<file path="config.mk">
export PLATFORM = sky130hd
export DESIGN_NAME = mos6502_effective_address_unit_core_flat
export DESIGN_NICKNAME = d
export VERILOG_FILES = /design/src/hdl/m6502_ea_pkg.sv /design/src/hdl/m6502_ea_cmd_if.sv /design/src/hdl/m6502_ea_rsp_if.sv /design/src/hdl/mos6502_effective_address_unit_core.sv /design/src/flat_wrapper.sv
export SDC_FILE = /design/constraint.sdc
export NUM_CORES = 1
export LEC_CHECK = 0
export ABC_AREA = 0
export BUFFER_PORTS_ARGS = -buffer_cell sky130_fd_sc_hd__buf_2
export CAP_MARGIN = 20
export CORE_MARGIN = 2
export CORE_UTILIZATION = 25
export DETAILED_ROUTE_END_ITERATION = 16
export SETUP_SLACK_MARGIN = 0.05
export SLEW_MARGIN = 0
export SYNTH_ARGS = -nofsm -noshare
export SYNTH_HDL_FRONTEND = slang
export SYNTH_SLANG_ARGS = --single-unit
</file>
<file path="constraint.sdc">
create_clock -name clk -period 11.7 [get_ports clk]
set_input_delay 1.17 -clock clk [delete_from_list [all_inputs] [get_ports clk]]
set_output_delay 1.17 -clock clk [all_outputs]
set_load 0.01 [all_outputs]
</file>
<file path="src/hdl/m6502_ea_pkg.sv">
// Package with the item types and codes of the 6502 effective address unit.
`default_nettype none

package m6502_ea_pkg;

	// Command codes of an input item.
	localparam logic CMD_BEGIN = 1'b0;
	localparam logic CMD_DATA  = 1'b1;

	// Addressing mode codes.
	localparam logic [3:0] MODE_IMM = 4'd0;
	localparam logic [3:0] MODE_IMP = 4'd1;
	localparam logic [3:0] MODE_ZP  = 4'd2;
	localparam logic [3:0] MODE_ZPX = 4'd3;
	localparam logic [3:0] MODE_ZPY = 4'd4;
	localparam logic [3:0] MODE_REL = 4'd5;
	localparam logic [3:0] MODE_ABS = 4'd6;
	localparam logic [3:0] MODE_ABX = 4'd7;
	localparam logic [3:0] MODE_ABY = 4'd8;
	localparam logic [3:0] MODE_IND = 4'd9;
	localparam logic [3:0] MODE_IZX = 4'd10;
	localparam logic [3:0] MODE_IZY = 4'd11;

	// Result kind codes.
	localparam logic [1:0] KIND_READ  = 2'd0;
	localparam logic [1:0] KIND_DONE  = 2'd1;
	localparam logic [1:0] KIND_ERROR = 2'd2;

	// Operand fetch step codes.
	localparam logic [1:0] STEP_FIRST  = 2'd0;
	localparam logic [1:0] STEP_SECOND = 2'd1;
	localparam logic [1:0] STEP_THIRD  = 2'd2;
	localparam logic [1:0] STEP_FOURTH = 2'd3;

	// One input item.
	typedef struct packed {
		logic        command;
		logic [3:0]  mode;
		logic [15:0] start_pc;
		logic [7:0]  x_value;
		logic [7:0]  y_value;
		logic [7:0]  acc_value;
		logic [7:0]  read_data;
	} cmd_item_t;

	// One result item.
	typedef struct packed {
		logic [1:0]  result_kind;
		logic [15:0] read_address;
		logic [15:0] effective_address;
		logic [15:0] branch_offset;
		logic [7:0]  implied_operand;
		logic [15:0] next_pc;
		logic        page_crossed;
	} rsp_item_t;

endpackage

`default_nettype wire

</file>
<file path="src/hdl/m6502_ea_cmd_if.sv">
// Valid/ready channel that carries input items into the address unit.
`default_nettype none

interface m6502_ea_cmd_if;
	logic                    valid;
	logic                    ready;
	m6502_ea_pkg::cmd_item_t data;

	modport source (output valid, output data, input ready);
	modport sink (input valid, input data, output ready);
endinterface

`default_nettype wire

</file>
<file path="src/hdl/m6502_ea_rsp_if.sv">
// Valid/ready channel that carries result items out of the address unit.
`default_nettype none

interface m6502_ea_rsp_if;
	logic                    valid;
	logic                    ready;
	m6502_ea_pkg::rsp_item_t data;

	modport source (output valid, output data, input ready);
	modport sink (input valid, input data, output ready);
endinterface

`default_nettype wire

</file>
<file path="src/hdl/mos6502_effective_address_unit_core.sv">
// Top level of the 6502 effective address unit.
// The unit takes one item per clock cycle unless the result register stalls, and returns
// exactly one result item for each via the input and result registers. A begin
// item either finishes at once (immediate, implied and unused modes) or opens a decode
// that asks for operand and pointer bytes as read requests; each data item answers the
// outstanding request. The rate is set by the decode state, which is updated once per
// item between the input register and the result register. A stalled result register
// holds one result while the input register holds the next item.
`default_nettype none

module mos6502_effective_address_unit_core (
	input  wire logic         clk,
	input  wire logic         arst_n,
	m6502_ea_cmd_if.sink      cmd,
	m6502_ea_rsp_if.source    rsp
);

	// Input register.
	m6502_ea_pkg::cmd_item_t item_s1;
	logic                    valid_s1;

	// Result register.
	m6502_ea_pkg::rsp_item_t rsp_q;
	logic                    rsp_valid_q;

	// Decode state.
	logic        busy_q;
	logic [3:0]  mode_q;
	logic [15:0] pc_q;
	logic [7:0]  x_q;
	logic [7:0]  y_q;
	logic [1:0]  step_q;
	logic [7:0]  low_q;
	logic [15:0] ptr_q;

	// Next decode state and the result of the item in the input register.
	logic        busy_d;
	logic [3:0]  mode_d;
	logic [15:0] pc_d;
	logic [7:0]  x_d;
	logic [7:0]  y_d;
	logic [1:0]  step_d;
	logic [7:0]  low_d;
	logic [15:0] ptr_d;
	m6502_ea_pkg::rsp_item_t res;

	logic        advance;
	logic [15:0] pc1;
	logic [15:0] pc2;
	logic [15:0] base;
	logic [15:0] fin;
	logic [7:0]  idx;
	logic [7:0]  byte_in;

	// The item moves on when the result register is empty or being emptied.
	assign advance   = valid_s1 && (!rsp_valid_q || rsp.ready);
	assign cmd.ready = !valid_s1 || advance;
	assign rsp.valid = rsp_valid_q;
	assign rsp.data  = rsp_q;

	assign byte_in = item_s1.read_data;
	assign pc1     = pc_q + 16'd1;
	assign pc2     = pc_q + 16'd2;
	assign base    = {byte_in, low_q};

	// Index register that the held mode adds to its base.
	always_comb begin
		case (mode_q)
			m6502_ea_pkg::MODE_ZPX, m6502_ea_pkg::MODE_ABX, m6502_ea_pkg::MODE_IZX: begin
				idx = x_q;
			end
			m6502_ea_pkg::MODE_ZPY, m6502_ea_pkg::MODE_ABY, m6502_ea_pkg::MODE_IZY: begin
				idx = y_q;
			end
			default: begin
				idx = 8'h00;
			end
		endcase
	end

	assign fin = base + {8'h00, idx};

	// Decode step: one result and one state update per item.
	always_comb begin
		busy_d = busy_q;
		mode_d = mode_q;
		pc_d   = pc_q;
		x_d    = x_q;
		y_d    = y_q;
		step_d = step_q;
		low_d  = low_q;
		ptr_d  = ptr_q;
		res    = '0;

		if (item_s1.command == m6502_ea_pkg::CMD_DATA) begin
			if (!busy_q) begin
				res.result_kind = m6502_ea_pkg::KIND_ERROR;
			end else begin
				case (mode_q)
					m6502_ea_pkg::MODE_ZP, m6502_ea_pkg::MODE_ZPX,
					m6502_ea_pkg::MODE_ZPY: begin
						res.result_kind       = m6502_ea_pkg::KIND_DONE;
						res.effective_address = {8'h00, byte_in + idx};
						res.next_pc           = pc1;
						busy_d                = 1'b0;
					end
					m6502_ea_pkg::MODE_REL: begin
						res.result_kind   = m6502_ea_pkg::KIND_DONE;
						res.branch_offset = {{8{byte_in[7]}}, byte_in};
						res.next_pc       = pc1;
						busy_d            = 1'b0;
					end
					m6502_ea_pkg::MODE_ABS, m6502_ea_pkg::MODE_ABX,
					m6502_ea_pkg::MODE_ABY: begin
						if (step_q == m6502_ea_pkg::STEP_FIRST) begin
							low_d            = byte_in;
							step_d           = m6502_ea_pkg::STEP_SECOND;
							res.result_kind  = m6502_ea_pkg::KIND_READ;
							res.read_address = pc1;
						end else begin
							res.result_kind       = m6502_ea_pkg::KIND_DONE;
							res.effective_address = fin;
							res.next_pc           = pc2;
							res.page_crossed      = (base[15:8] != fin[15:8]);
							busy_d                = 1'b0;
						end
					end
					m6502_ea_pkg::MODE_IND: begin
						case (step_q)
							m6502_ea_pkg::STEP_FIRST: begin
								low_d            = byte_in;
								step_d           = m6502_ea_pkg::STEP_SECOND;
								res.result_kind  = m6502_ea_pkg::KIND_READ;
								res.read_address = pc1;
							end
							m6502_ea_pkg::STEP_SECOND: begin
								ptr_d            = base;
								step_d           = m6502_ea_pkg::STEP_THIRD;
								res.result_kind  = m6502_ea_pkg::KIND_READ;
								res.read_address = base;
							end
							m6502_ea_pkg::STEP_THIRD: begin
								low_d           = byte_in;
								step_d          = m6502_ea_pkg::STEP_FOURTH;
								res.result_kind = m6502_ea_pkg::KIND_READ;
								// The pointer's high byte wraps within its page.
								if (ptr_q[7:0] == 8'hFF) begin
									res.read_address = {ptr_q[15:8], 8'h00};
								end else begin
									res.read_address = ptr_q + 16'd1;
								end
							end
							default: begin
								res.result_kind       = m6502_ea_pkg::KIND_DONE;
								res.effective_address = base;
								res.next_pc           = pc2;
								busy_d                = 1'b0;
							end
						endcase
					end
					m6502_ea_pkg::MODE_IZX, m6502_ea_pkg::MODE_IZY: begin
						case (step_q)
							m6502_ea_pkg::STEP_FIRST: begin
								// Only X indexes the zero-page pointer.
								if (mode_q == m6502_ea_pkg::MODE_IZX) begin
									ptr_d = {8'h00, byte_in + x_q};
								end else begin
									ptr_d = {8'h00, byte_in};
								end
								step_d           = m6502_ea_pkg::STEP_SECOND;
								res.result_kind  = m6502_ea_pkg::KIND_READ;
								res.read_address = ptr_d;
							end
							m6502_ea_pkg::STEP_SECOND: begin
								low_d            = byte_in;
								step_d           = m6502_ea_pkg::STEP_THIRD;
								res.result_kind  = m6502_ea_pkg::KIND_READ;
								res.read_address = {8'h00, ptr_q[7:0] + 8'd1};
							end
							default: begin
								res.result_kind = m6502_ea_pkg::KIND_DONE;
								res.next_pc     = pc1;
								busy_d          = 1'b0;
								if (mode_q == m6502_ea_pkg::MODE_IZX) begin
									res.effective_address = base;
								end else begin
									res.effective_address = fin;
									res.page_crossed      = (base[15:8] != fin[15:8]);
								end
							end
						endcase
					end
					default: begin
						res.result_kind = m6502_ea_pkg::KIND_ERROR;
						busy_d          = 1'b0;
					end
				endcase
			end
		end else if (busy_q) begin
			res.result_kind = m6502_ea_pkg::KIND_ERROR;
		end else if (item_s1.mode == m6502_ea_pkg::MODE_IMM) begin
			res.result_kind       = m6502_ea_pkg::KIND_DONE;
			res.effective_address = item_s1.start_pc;
			res.next_pc           = item_s1.start_pc + 16'd1;
		end else if (item_s1.mode == m6502_ea_pkg::MODE_IMP) begin
			res.result_kind     = m6502_ea_pkg::KIND_DONE;
			res.implied_operand = item_s1.acc_value;
			res.next_pc         = item_s1.start_pc;
		end else if (item_s1.mode > m6502_ea_pkg::MODE_IZY) begin
			res.result_kind = m6502_ea_pkg::KIND_DONE;
			res.next_pc     = item_s1.start_pc;
		end else begin
			// Open a decode and ask for the first operand byte.
			busy_d           = 1'b1;
			mode_d           = item_s1.mode;
			pc_d             = item_s1.start_pc;
			x_d              = item_s1.x_value;
			y_d              = item_s1.y_value;
			step_d           = m6502_ea_pkg::STEP_FIRST;
			res.result_kind  = m6502_ea_pkg::KIND_READ;
			res.read_address = item_s1.start_pc;
		end
	end

	// Input register control.
	always_ff @(posedge clk or negedge arst_n) begin
		if (!arst_n) begin
			valid_s1 <= 1'b0;
		end else if (cmd.ready) begin
			valid_s1 <= cmd.valid;
		end
	end

	// Input register payload.
	always_ff @(posedge clk) begin
		if (cmd.valid && cmd.ready) begin
			item_s1 <= cmd.data;
		end
	end

	// Decode control state.
	always_ff @(posedge clk or negedge arst_n) begin
		if (!arst_n) begin
			busy_q <= 1'b0;
			mode_q <= m6502_ea_pkg::MODE_IMM;
			step_q <= m6502_ea_pkg::STEP_FIRST;
		end else if (advance) begin
			busy_q <= busy_d;
			mode_q <= mode_d;
			step_q <= step_d;
		end
	end

	// Decode data state.
	always_ff @(posedge clk) begin
		if (advance) begin
			pc_q  <= pc_d;
			x_q   <= x_d;
			y_q   <= y_d;
			low_q <= low_d;
			ptr_q <= ptr_d;
		end
	end

	// Result register control.
	always_ff @(posedge clk or negedge arst_n) begin
		if (!arst_n) begin
			rsp_valid_q <= 1'b0;
		end else if (advance) begin
			rsp_valid_q <= 1'b1;
		end else if (rsp.ready) begin
			rsp_valid_q <= 1'b0;
		end
	end

	// Result register payload.
	always_ff @(posedge clk) begin
		if (advance) begin
			rsp_q <= res;
		end
	end

endmodule

`default_nettype wire

</file>
<file path="src/flat_wrapper.sv">
// flat-port wrapper written by rule: the top's interface ports become plain ports
module mos6502_effective_address_unit_core_flat 
  (clk, arst_n, cmd_valid, cmd_data, cmd_ready, rsp_valid, rsp_data, rsp_ready);
  m6502_ea_cmd_if cmd_i ();
  m6502_ea_rsp_if rsp_i ();
  input  wire logic clk;
  input  wire logic arst_n;
  input wire logic [$bits(cmd_i.valid)-1:0] cmd_valid;
  input wire logic [$bits(cmd_i.data)-1:0] cmd_data;
  output wire logic [$bits(cmd_i.ready)-1:0] cmd_ready;
  output wire logic [$bits(rsp_i.valid)-1:0] rsp_valid;
  output wire logic [$bits(rsp_i.data)-1:0] rsp_data;
  input wire logic [$bits(rsp_i.ready)-1:0] rsp_ready;
  assign cmd_i.valid = cmd_valid;
  assign cmd_i.data = cmd_data;
  assign cmd_ready = cmd_i.ready;
  assign rsp_valid = rsp_i.valid;
  assign rsp_data = rsp_i.data;
  assign rsp_i.ready = rsp_ready;
  mos6502_effective_address_unit_core u_core (.clk(clk), .arst_n(arst_n), .cmd(cmd_i), .rsp(rsp_i));
endmodule
</file>
==> flow_summary.toml, run 1 <==
[status]
status = "finished clean"

[sta]
slew_of_the_pin_with_the_lowest_slew_margin_ps = 1020
final.setup_skew_ps = 15.6
totalNegativeSetupSlack_ps = 0
slew_viol_final = 0
slew_hr_pct = 31.9
unrepaired_setup_endpoints_after_global_routing = "no"
min_period_over_period_pct = 40.6
hold_viol = 0
final-setup-viol-count = 0
fmax_mhz = 211
worst_slack_on_hold_paths_ps = 414
min_period_ps = 4750

[drt]
avgRoutedWirePerCell_um = 20.5
detailed_router_s_first_iteration_violation_count = 794
wire_length_reported_by_the_detailed_router_mm = 31.5
number_of_remaining_drc_errors = 0
drtPass1Iterations = 9
num_vias = 7827
met2WireLength_mm = 14.1
met1Wirelength_mm = 14.2
top_layer_used = "met4"
avgViaCountPerCell = 5.08
route.met3.wl_mm = 2.19
remaining_antenna_violation_count = 0

[yosys]
syn_avg_cell_area_um2 = 11.3
ys_async_sr_fraction_pct = 4.86
mappedNetlistArea_um2 = 10100
synthTopCellsByArea = "sky130_fd_sc_hd__edfxtp_1 53%, sky130_fd_sc_hd__ha_1 4.0%, sky130_fd_sc_hd__nand2_1 3.3%"
synthDominantAreaCellType = "sky130_fd_sc_hd__edfxtp_1"
ys_warn_count = 0
synth_common_cells = "176 x sky130_fd_sc_hd__edfxtp_1, 88 x sky130_fd_sc_hd__nand2_1, 50 x sky130_fd_sc_hd__o21ai_0, 46 x sky130_fd_sc_hd__a21oi_1"
yosys.area.top_type_share_pct = 52.5
synth-edff-count = 176
yosysUniqueCellTypes = 73
synth_most_common_cell = "sky130_fd_sc_hd__edfxtp_1"
sequential_cell_area_fraction_in_the_yosys_report_pct = 54.8
synthesis.nets = 984
ys.flop_type = "sky130_fd_sc_hd__edfxtp_1"
syn_inst_count = 892
postSynthRegisterBits = 185

[job]
cap_viol_max_count = 0

[worst_setup_path]
reg2reg_from = "u_core.mode_q[3]"
cp_data_arrival_time_ps = 4940
critPathCapture = "u_core.rsp.data[56]"
critPathLaunchType = "flop"
required_arrival_time_at_the_worst_endpoint_ps = 11890
worst_r2r_path_depth = 11
regToRegSetupSlack_ps = 6950
end_kind = "flop"
critPathLaunch = "u_core.mode_q[3]"
reg2reg_to = "u_core.rsp.data[56]"
crit_path_max_fanout = 25
worst_setup_path_category = "reg2reg"

[global_routing]
grt_antenna_before_repair = 1
grt.overflow.total = 0
overall_routing_resource_usage_pct = 15.0
grt_pass1_wl_mm = 46.6
first_global_vias = 7573
largest_net_degree_at_the_start_of_global_routing = 73

[clock_network]
tritoncts.num_buffers = 17
cts_buffer_depth = 2
clkTransAtPathRegs_ps = 80
postCtsSetupRepairBufs = 0
hold_fix_buffer_count_after_cts = 0
later_pin_clock_latency_in_the_skew_report_ps = 450
tritoncts_sinks = 185
cts.htree.levels = 4
clk_root_buffer_cell = "sky130_fd_sc_hd__clkbuf_16"
post_cts_resize_count = 0
cts_tree = "built"

[layout]
antenna-diode-count = 0
multi_input_comb_area_um2 = 4260
drive_above_1_share_pct = 19.3
areaGrowthSynthToFinish_pct = 17.8
fill_cells = 4104
final_net_count = 1096
seqCellArea_um2 = 5510

[worst_hold_path]
worst_hold_path_type = "reg2reg"

[power_and_ir_drop]
power_report.internal_total_w = 0.00142
switching_share_pct = 37.1
power.combinational.fraction_pct = 34.3
power.density_nw_per_um2 = 191
leakage_nw = 4.24
power.ir.vdd_worst_mv = 0.105
switchingPower_w = 0.000839
power.sequential.fraction_pct = 39.0
clk_pwr_share_pct = 26.7

[placement]
io_buffers = 133
routabilityCongestion = 0.900
dp_hpwl_mm = 23.1

[floorplanning]
chipHeight_um = 205
floorplan.initialDensity_pct = 25.3
die_w_um = 205
ios = 134
design.core.area_um2 = 39700
floorplan.rows = 73
dieArea_um2 = 41900
-- cells in the final DEF (no fill, tap or decap), drive strengths merged, types with 4 or more instances in the layout --
cell type	n
edfxtp	176
buf	143
nand2	88
o21ai	56
a21oi	47
nor2	43
nand3	41
xnor2	32
ha	32
and2	29
xor2	23
inv	23
a22oi	21
o22ai	21
nor3	20
clkbuf	17
nand4	14
nor4	14
a222oi	13
a21o	11
nor2b	10
nand2b	9
a211oi	9
dfrtp	9
and3	8
a31oi	7
mux2i	7
o21a	6
nand3b	5
a221oi	5
a221o	5
clkinv	5
or3	4
o31a	4
o211ai	4
o32ai	4
mux2	4
-- stage by stage --
step / util [%] / area, um^2 / worst slack (ps) / power [W] / std cells
finish: 29.8 / 11800 / 6950 / 0.00226 / 1541
global route: 29.8 / 11800 / 6630 / 0.00239 / 1541
CTS: 29.8 / 11800 / 7000 / 0.00227 / 1540
detailed placement: 28.3 / 11200 / 7070 / 0.00166 / 1509
global placement: 28.3 / 11200 / 7230 / 0.00165 / 1509
floorplan: - / 10100 / 6720 / 0.00142 / 892
-- routing by layer --
layer	track usage (%)	vias to the layer above
li1	-	3632
met1	20.7	3777
met2	22.6	359
met3	2.91	59
met4	6.81	0
met5	0	-
-- layout make-up --
class	count	area share [%]
tap	525	5.54
multi-input combinational	637	36.0
sequential	185	46.5
clock buffer	17	3.59
clock inverter	14	1.44
timing repair buffer	143	6.28
inverter	20	0.634
-- sequential cells by signal, indices dropped and copies added (netlist names) --
name	flops
u_core.y_q	8
u_core.byte_in	8
u_core.busy_q	1
u_core.x_q	8
u_core.low_q	8
u_core.pc_q	16
u_core.rsp.data	67
u_core.ptr_q	16
u_core.rsp.valid	1
u_core.item_s1	45
u_core.valid_s1	1
u_core.mode_q	4
u_core.step_q	2
-- power by group through the flow --
stage	clock, W	sequential, W	combinational, W
3_3_place_gp	0	0.000894	0.000756
2_1_floorplan	0	0.000866	0.000556
5_1_grt	0.000645	0.000891	0.000852
3_5_place_dp	0	0.000896	0.000762
6_report	0.000605	0.000882	0.000776
4_1_cts	0.000624	0.000882	0.000765
-- worst min path at each step --
stage	from	endpoint	slack [ps]	depth (start not counted)
floorplan	u_core.item_s1[24]	u_core.x_q[0]	400	0
global placement	u_core.item_s1[22]	u_core.y_q[6]	410	0
detailed placement	u_core.item_s1[23]	u_core.y_q[7]	410	0
CTS	u_core.item_s1[23]	u_core.y_q[7]	420	0
global route	u_core.item_s1[23]	u_core.y_q[7]	420	0
finish	u_core.item_s1[23]	u_core.y_q[7]	410	0
-- cells by family (layout without fill, tap and decap cells) --
kind of cell,after synthesis,after routing,share of synthesized area (%)
buffers and inverters,70,194,3.10
multiplexers,11,11,1.14
flip-flops,185,185,54.8
adder cells (fa/ha/maj),35,35,4.58
AO/OA/AOI/OAI,241,241,16.4
XOR/XNOR,56,56,5.01
AND/OR/NAND/NOR,294,294,15.0
-- critical path, stage by stage, from the launching register on --
cell and delay [ps]:
sky130_fd_sc_hd__dfrtp_1 800, sky130_fd_sc_hd__nand2b_1 440, sky130_fd_sc_hd__nor2_2 700, sky130_fd_sc_hd__a22oi_1 190, sky130_fd_sc_hd__o22ai_1 440, sky130_fd_sc_hd__ha_1 350
sky130_fd_sc_hd__a21o_1 200, sky130_fd_sc_hd__a2111oi_2 410, sky130_fd_sc_hd__o21ai_0 360, sky130_fd_sc_hd__nand4_1 210, sky130_fd_sc_hd__mux2i_1 100, sky130_fd_sc_hd__a221o_1 270
No activity file was read; power rests on OpenSTA's default activity.
==> run 2: changes to the inputs <==
Clock period 11.7 ns to 4.4 ns, I/O delays scaled along.
==> run 2 against run 1 <==
Effect of this change: utilization increased by 0.22 points; sequential share of layout area decreased by 0.35 points; largest power group unchanged; register-to-register slack got worse by 6400 ps; clock skew increased by 1.7 ps; flip-flop and latch count unchanged; design area increased by 0.75%; routed wire length increased by 0.63%; critical path type unchanged.
==> flow_summary.toml, run 2 (synthesized netlist as in run 1, its figures left out) <==
[status]
status = "finished clean"

[layout]
antenna-diode-count = 0
areaGrowthSynthToFinish_pct = 18.6
final_net_count = 1106
drive_above_1_share_pct = 20.1
fill_cells = 4105
finalCoreUtilization_pct = 30.0
commonest_non_fill_non_tap_cell_in_the_layout = "sky130_fd_sc_hd__edfxtp_1"
largest_reg_flops = 67
postLayoutCellArea_um2 = 11900
layout.cells.most_common_list = "176 x sky130_fd_sc_hd__edfxtp_1, 133 x sky130_fd_sc_hd__buf_2, 88 x sky130_fd_sc_hd__nand2_1"

[clock_network]
cts_tree = "built"
tritoncts_sinks = 185
clk_root_buffer_cell = "sky130_fd_sc_hd__clkbuf_16"
clkTransAtPathRegs_ps = 80
cts_buffer_depth = 2
tritoncts.num_buffers = 17
cts.htree.levels = 4
later_pin_clock_latency_in_the_skew_report_ps = 460
post_cts_resize_count = 0

[sta]
min_period_ps = 3820
worst_slack_on_hold_paths_ps = 154
hold_viol = 0
final.setup_skew_ps = 17.4
unrepaired_setup_endpoints_after_global_routing = "no"
slew_of_the_pin_with_the_lowest_slew_margin_ps = 1040
totalNegativeSetupSlack_ps = 0
final-setup-viol-count = 0
fmax_mhz = 262
min_period_over_period_pct = 86.8
finalWorstSetupSlack_ps = 582
slew_hr_pct = 30.8
slew_viol_final = 0

[drt]
avgRoutedWirePerCell_um = 20.4
remaining_antenna_violation_count = 0
met2WireLength_mm = 14.1
num_vias = 7921
top_layer_used = "met5"
avgViaCountPerCell = 5.10
drtPass1Iterations = 6
wire_length_reported_by_the_detailed_router_mm = 31.7
route.met3.wl_mm = 2.24
number_of_remaining_drc_errors = 0
met1Wirelength_mm = 14.2
detailed_router_s_first_iteration_violation_count = 853

[job]
cap_viol_max_count = 0

[placement]
io_buffers = 133
dp_hpwl_mm = 23.5
routabilityCongestion = 0.903
place_area_um2 = 11300
preCtsSetupSlack_ps = 670

[worst_setup_path]
critPathLaunchType = "flop"
crit_path_max_fanout = 14
cp_data_arrival_time_ps = 4020
end_kind = "flop"
worst_setup_path_category = "reg2reg"
required_arrival_time_at_the_worst_endpoint_ps = 4610

[floorplanning]
ios = 134
chipHeight_um = 205
die_w_um = 205
floorplan.initialDensity_pct = 25.3
design.core.area_um2 = 39700
floorplan.rows = 73
dieArea_um2 = 41900

[global_routing]
overall_routing_resource_usage_pct = 15.1
grt_pass1_wl_mm = 46.8
largest_net_degree_at_the_start_of_global_routing = 72
grt.overflow.total = 0
grt_antenna_before_repair = 1
first_global_vias = 7627

[power_and_ir_drop]
leakage_nw = 4.29
power.density_nw_per_um2 = 508
power.ir.vdd_worst_mv = 0.274

[worst_hold_path]
worst_hold_path_type = "in2reg"
==> run 2: cell types whose count changed in the layout (fill, tap and decap cells not counted), moves of 2 or more <==
cell | previous run | this run
sky130_fd_sc_hd__buf_4 | 9 | 19
sky130_fd_sc_hd__inv_6 | 4 | 2
sky130_fd_sc_hd__inv_8 | 0 | 5
sky130_fd_sc_hd__clkinv_2 | 2 | 0
==> run 2: stage by stage <==
stage                     instances  power (W)
after CTS                      1552    0.00608
after floorplan                 892    0.00378
after global placement         1518    0.00443
final                          1552    0.00606
after detailed placement       1519    0.00444
after global routing           1552    0.00638
==> run 2: metal layers <==
layer	vias up	GRT usage, %
met2	382	22.8
met4	2	7.19
met3	49	2.64
met1	3820	20.9
met5	-	0
li1	3668	-
==> run 2: where the power goes <==
group / switching [W] / internal [W] / total [W]
combinational: 0.00134 / 0.000780 / 0.00212
sequential: 0.000175 / 0.00214 / 0.00232
clock: 0.000759 / 0.000863 / 0.00162
total: 0.00228 / 0.00378 / 0.00606
==> run 2: worst paths after layout <==
| path | from | to | slack [ps] | depth (start not counted) |
|---|---|---|---|---|
| worst min-delay path | cmd_data[49] | u_core.item_s1[49] | 150 | 1 |
| worst max-delay path | u_core.mode_q[3] | u_core.rsp.data[56] | 580 | 10 |
| worst max register to register | u_core.mode_q[3] | u_core.rsp.data[56] | 580 | 10 |
| max in group asynchronous | arst_n | u_core.mode_q[2] | 3830 | 2 |
| worst min register to register | u_core.item_s1[26] | u_core.x_q[2] | 420 | 0 |
| min in group asynchronous | arst_n | u_core.valid_s1 | 360 | 2 |
==> run 2: what timing repair did <==
item / in CTS / in global routing
hold buffers: 1 / 0
buffers inserted: 0 / 0
hold endpoints to repair: 9 / 0
==> run 2: cell type report <==
| cell class | instances | area [um^2] | area share [%] |
|---|---|---|---|
| clock buffers | 17 | 425 | 3.56 |
| multi-input cells | 637 | 4260 | 35.7 |
| inverters | 20 | 75.1 | 0.629 |
| flip-flops and latches | 185 | 5510 | 46.2 |
| repair buffers | 153 | 818 | 6.86 |
| well taps | 525 | 657 | 5.50 |
| clock inverters | 15 | 185 | 1.55 |
==> run 2: critical path, stage by stage, from the launching register on <==
cell,delay [ps]
sky130_fd_sc_hd__dfrtp_1,580
sky130_fd_sc_hd__nor2b_1,640
sky130_fd_sc_hd__a21oi_1,150
sky130_fd_sc_hd__o22ai_1,280
sky130_fd_sc_hd__ha_1,360
sky130_fd_sc_hd__and3_1,200
sky130_fd_sc_hd__a2111oi_2,430
sky130_fd_sc_hd__o21ai_0,360
sky130_fd_sc_hd__nand4_1,220
sky130_fd_sc_hd__mux2i_1,90
sky130_fd_sc_hd__a221o_1,250
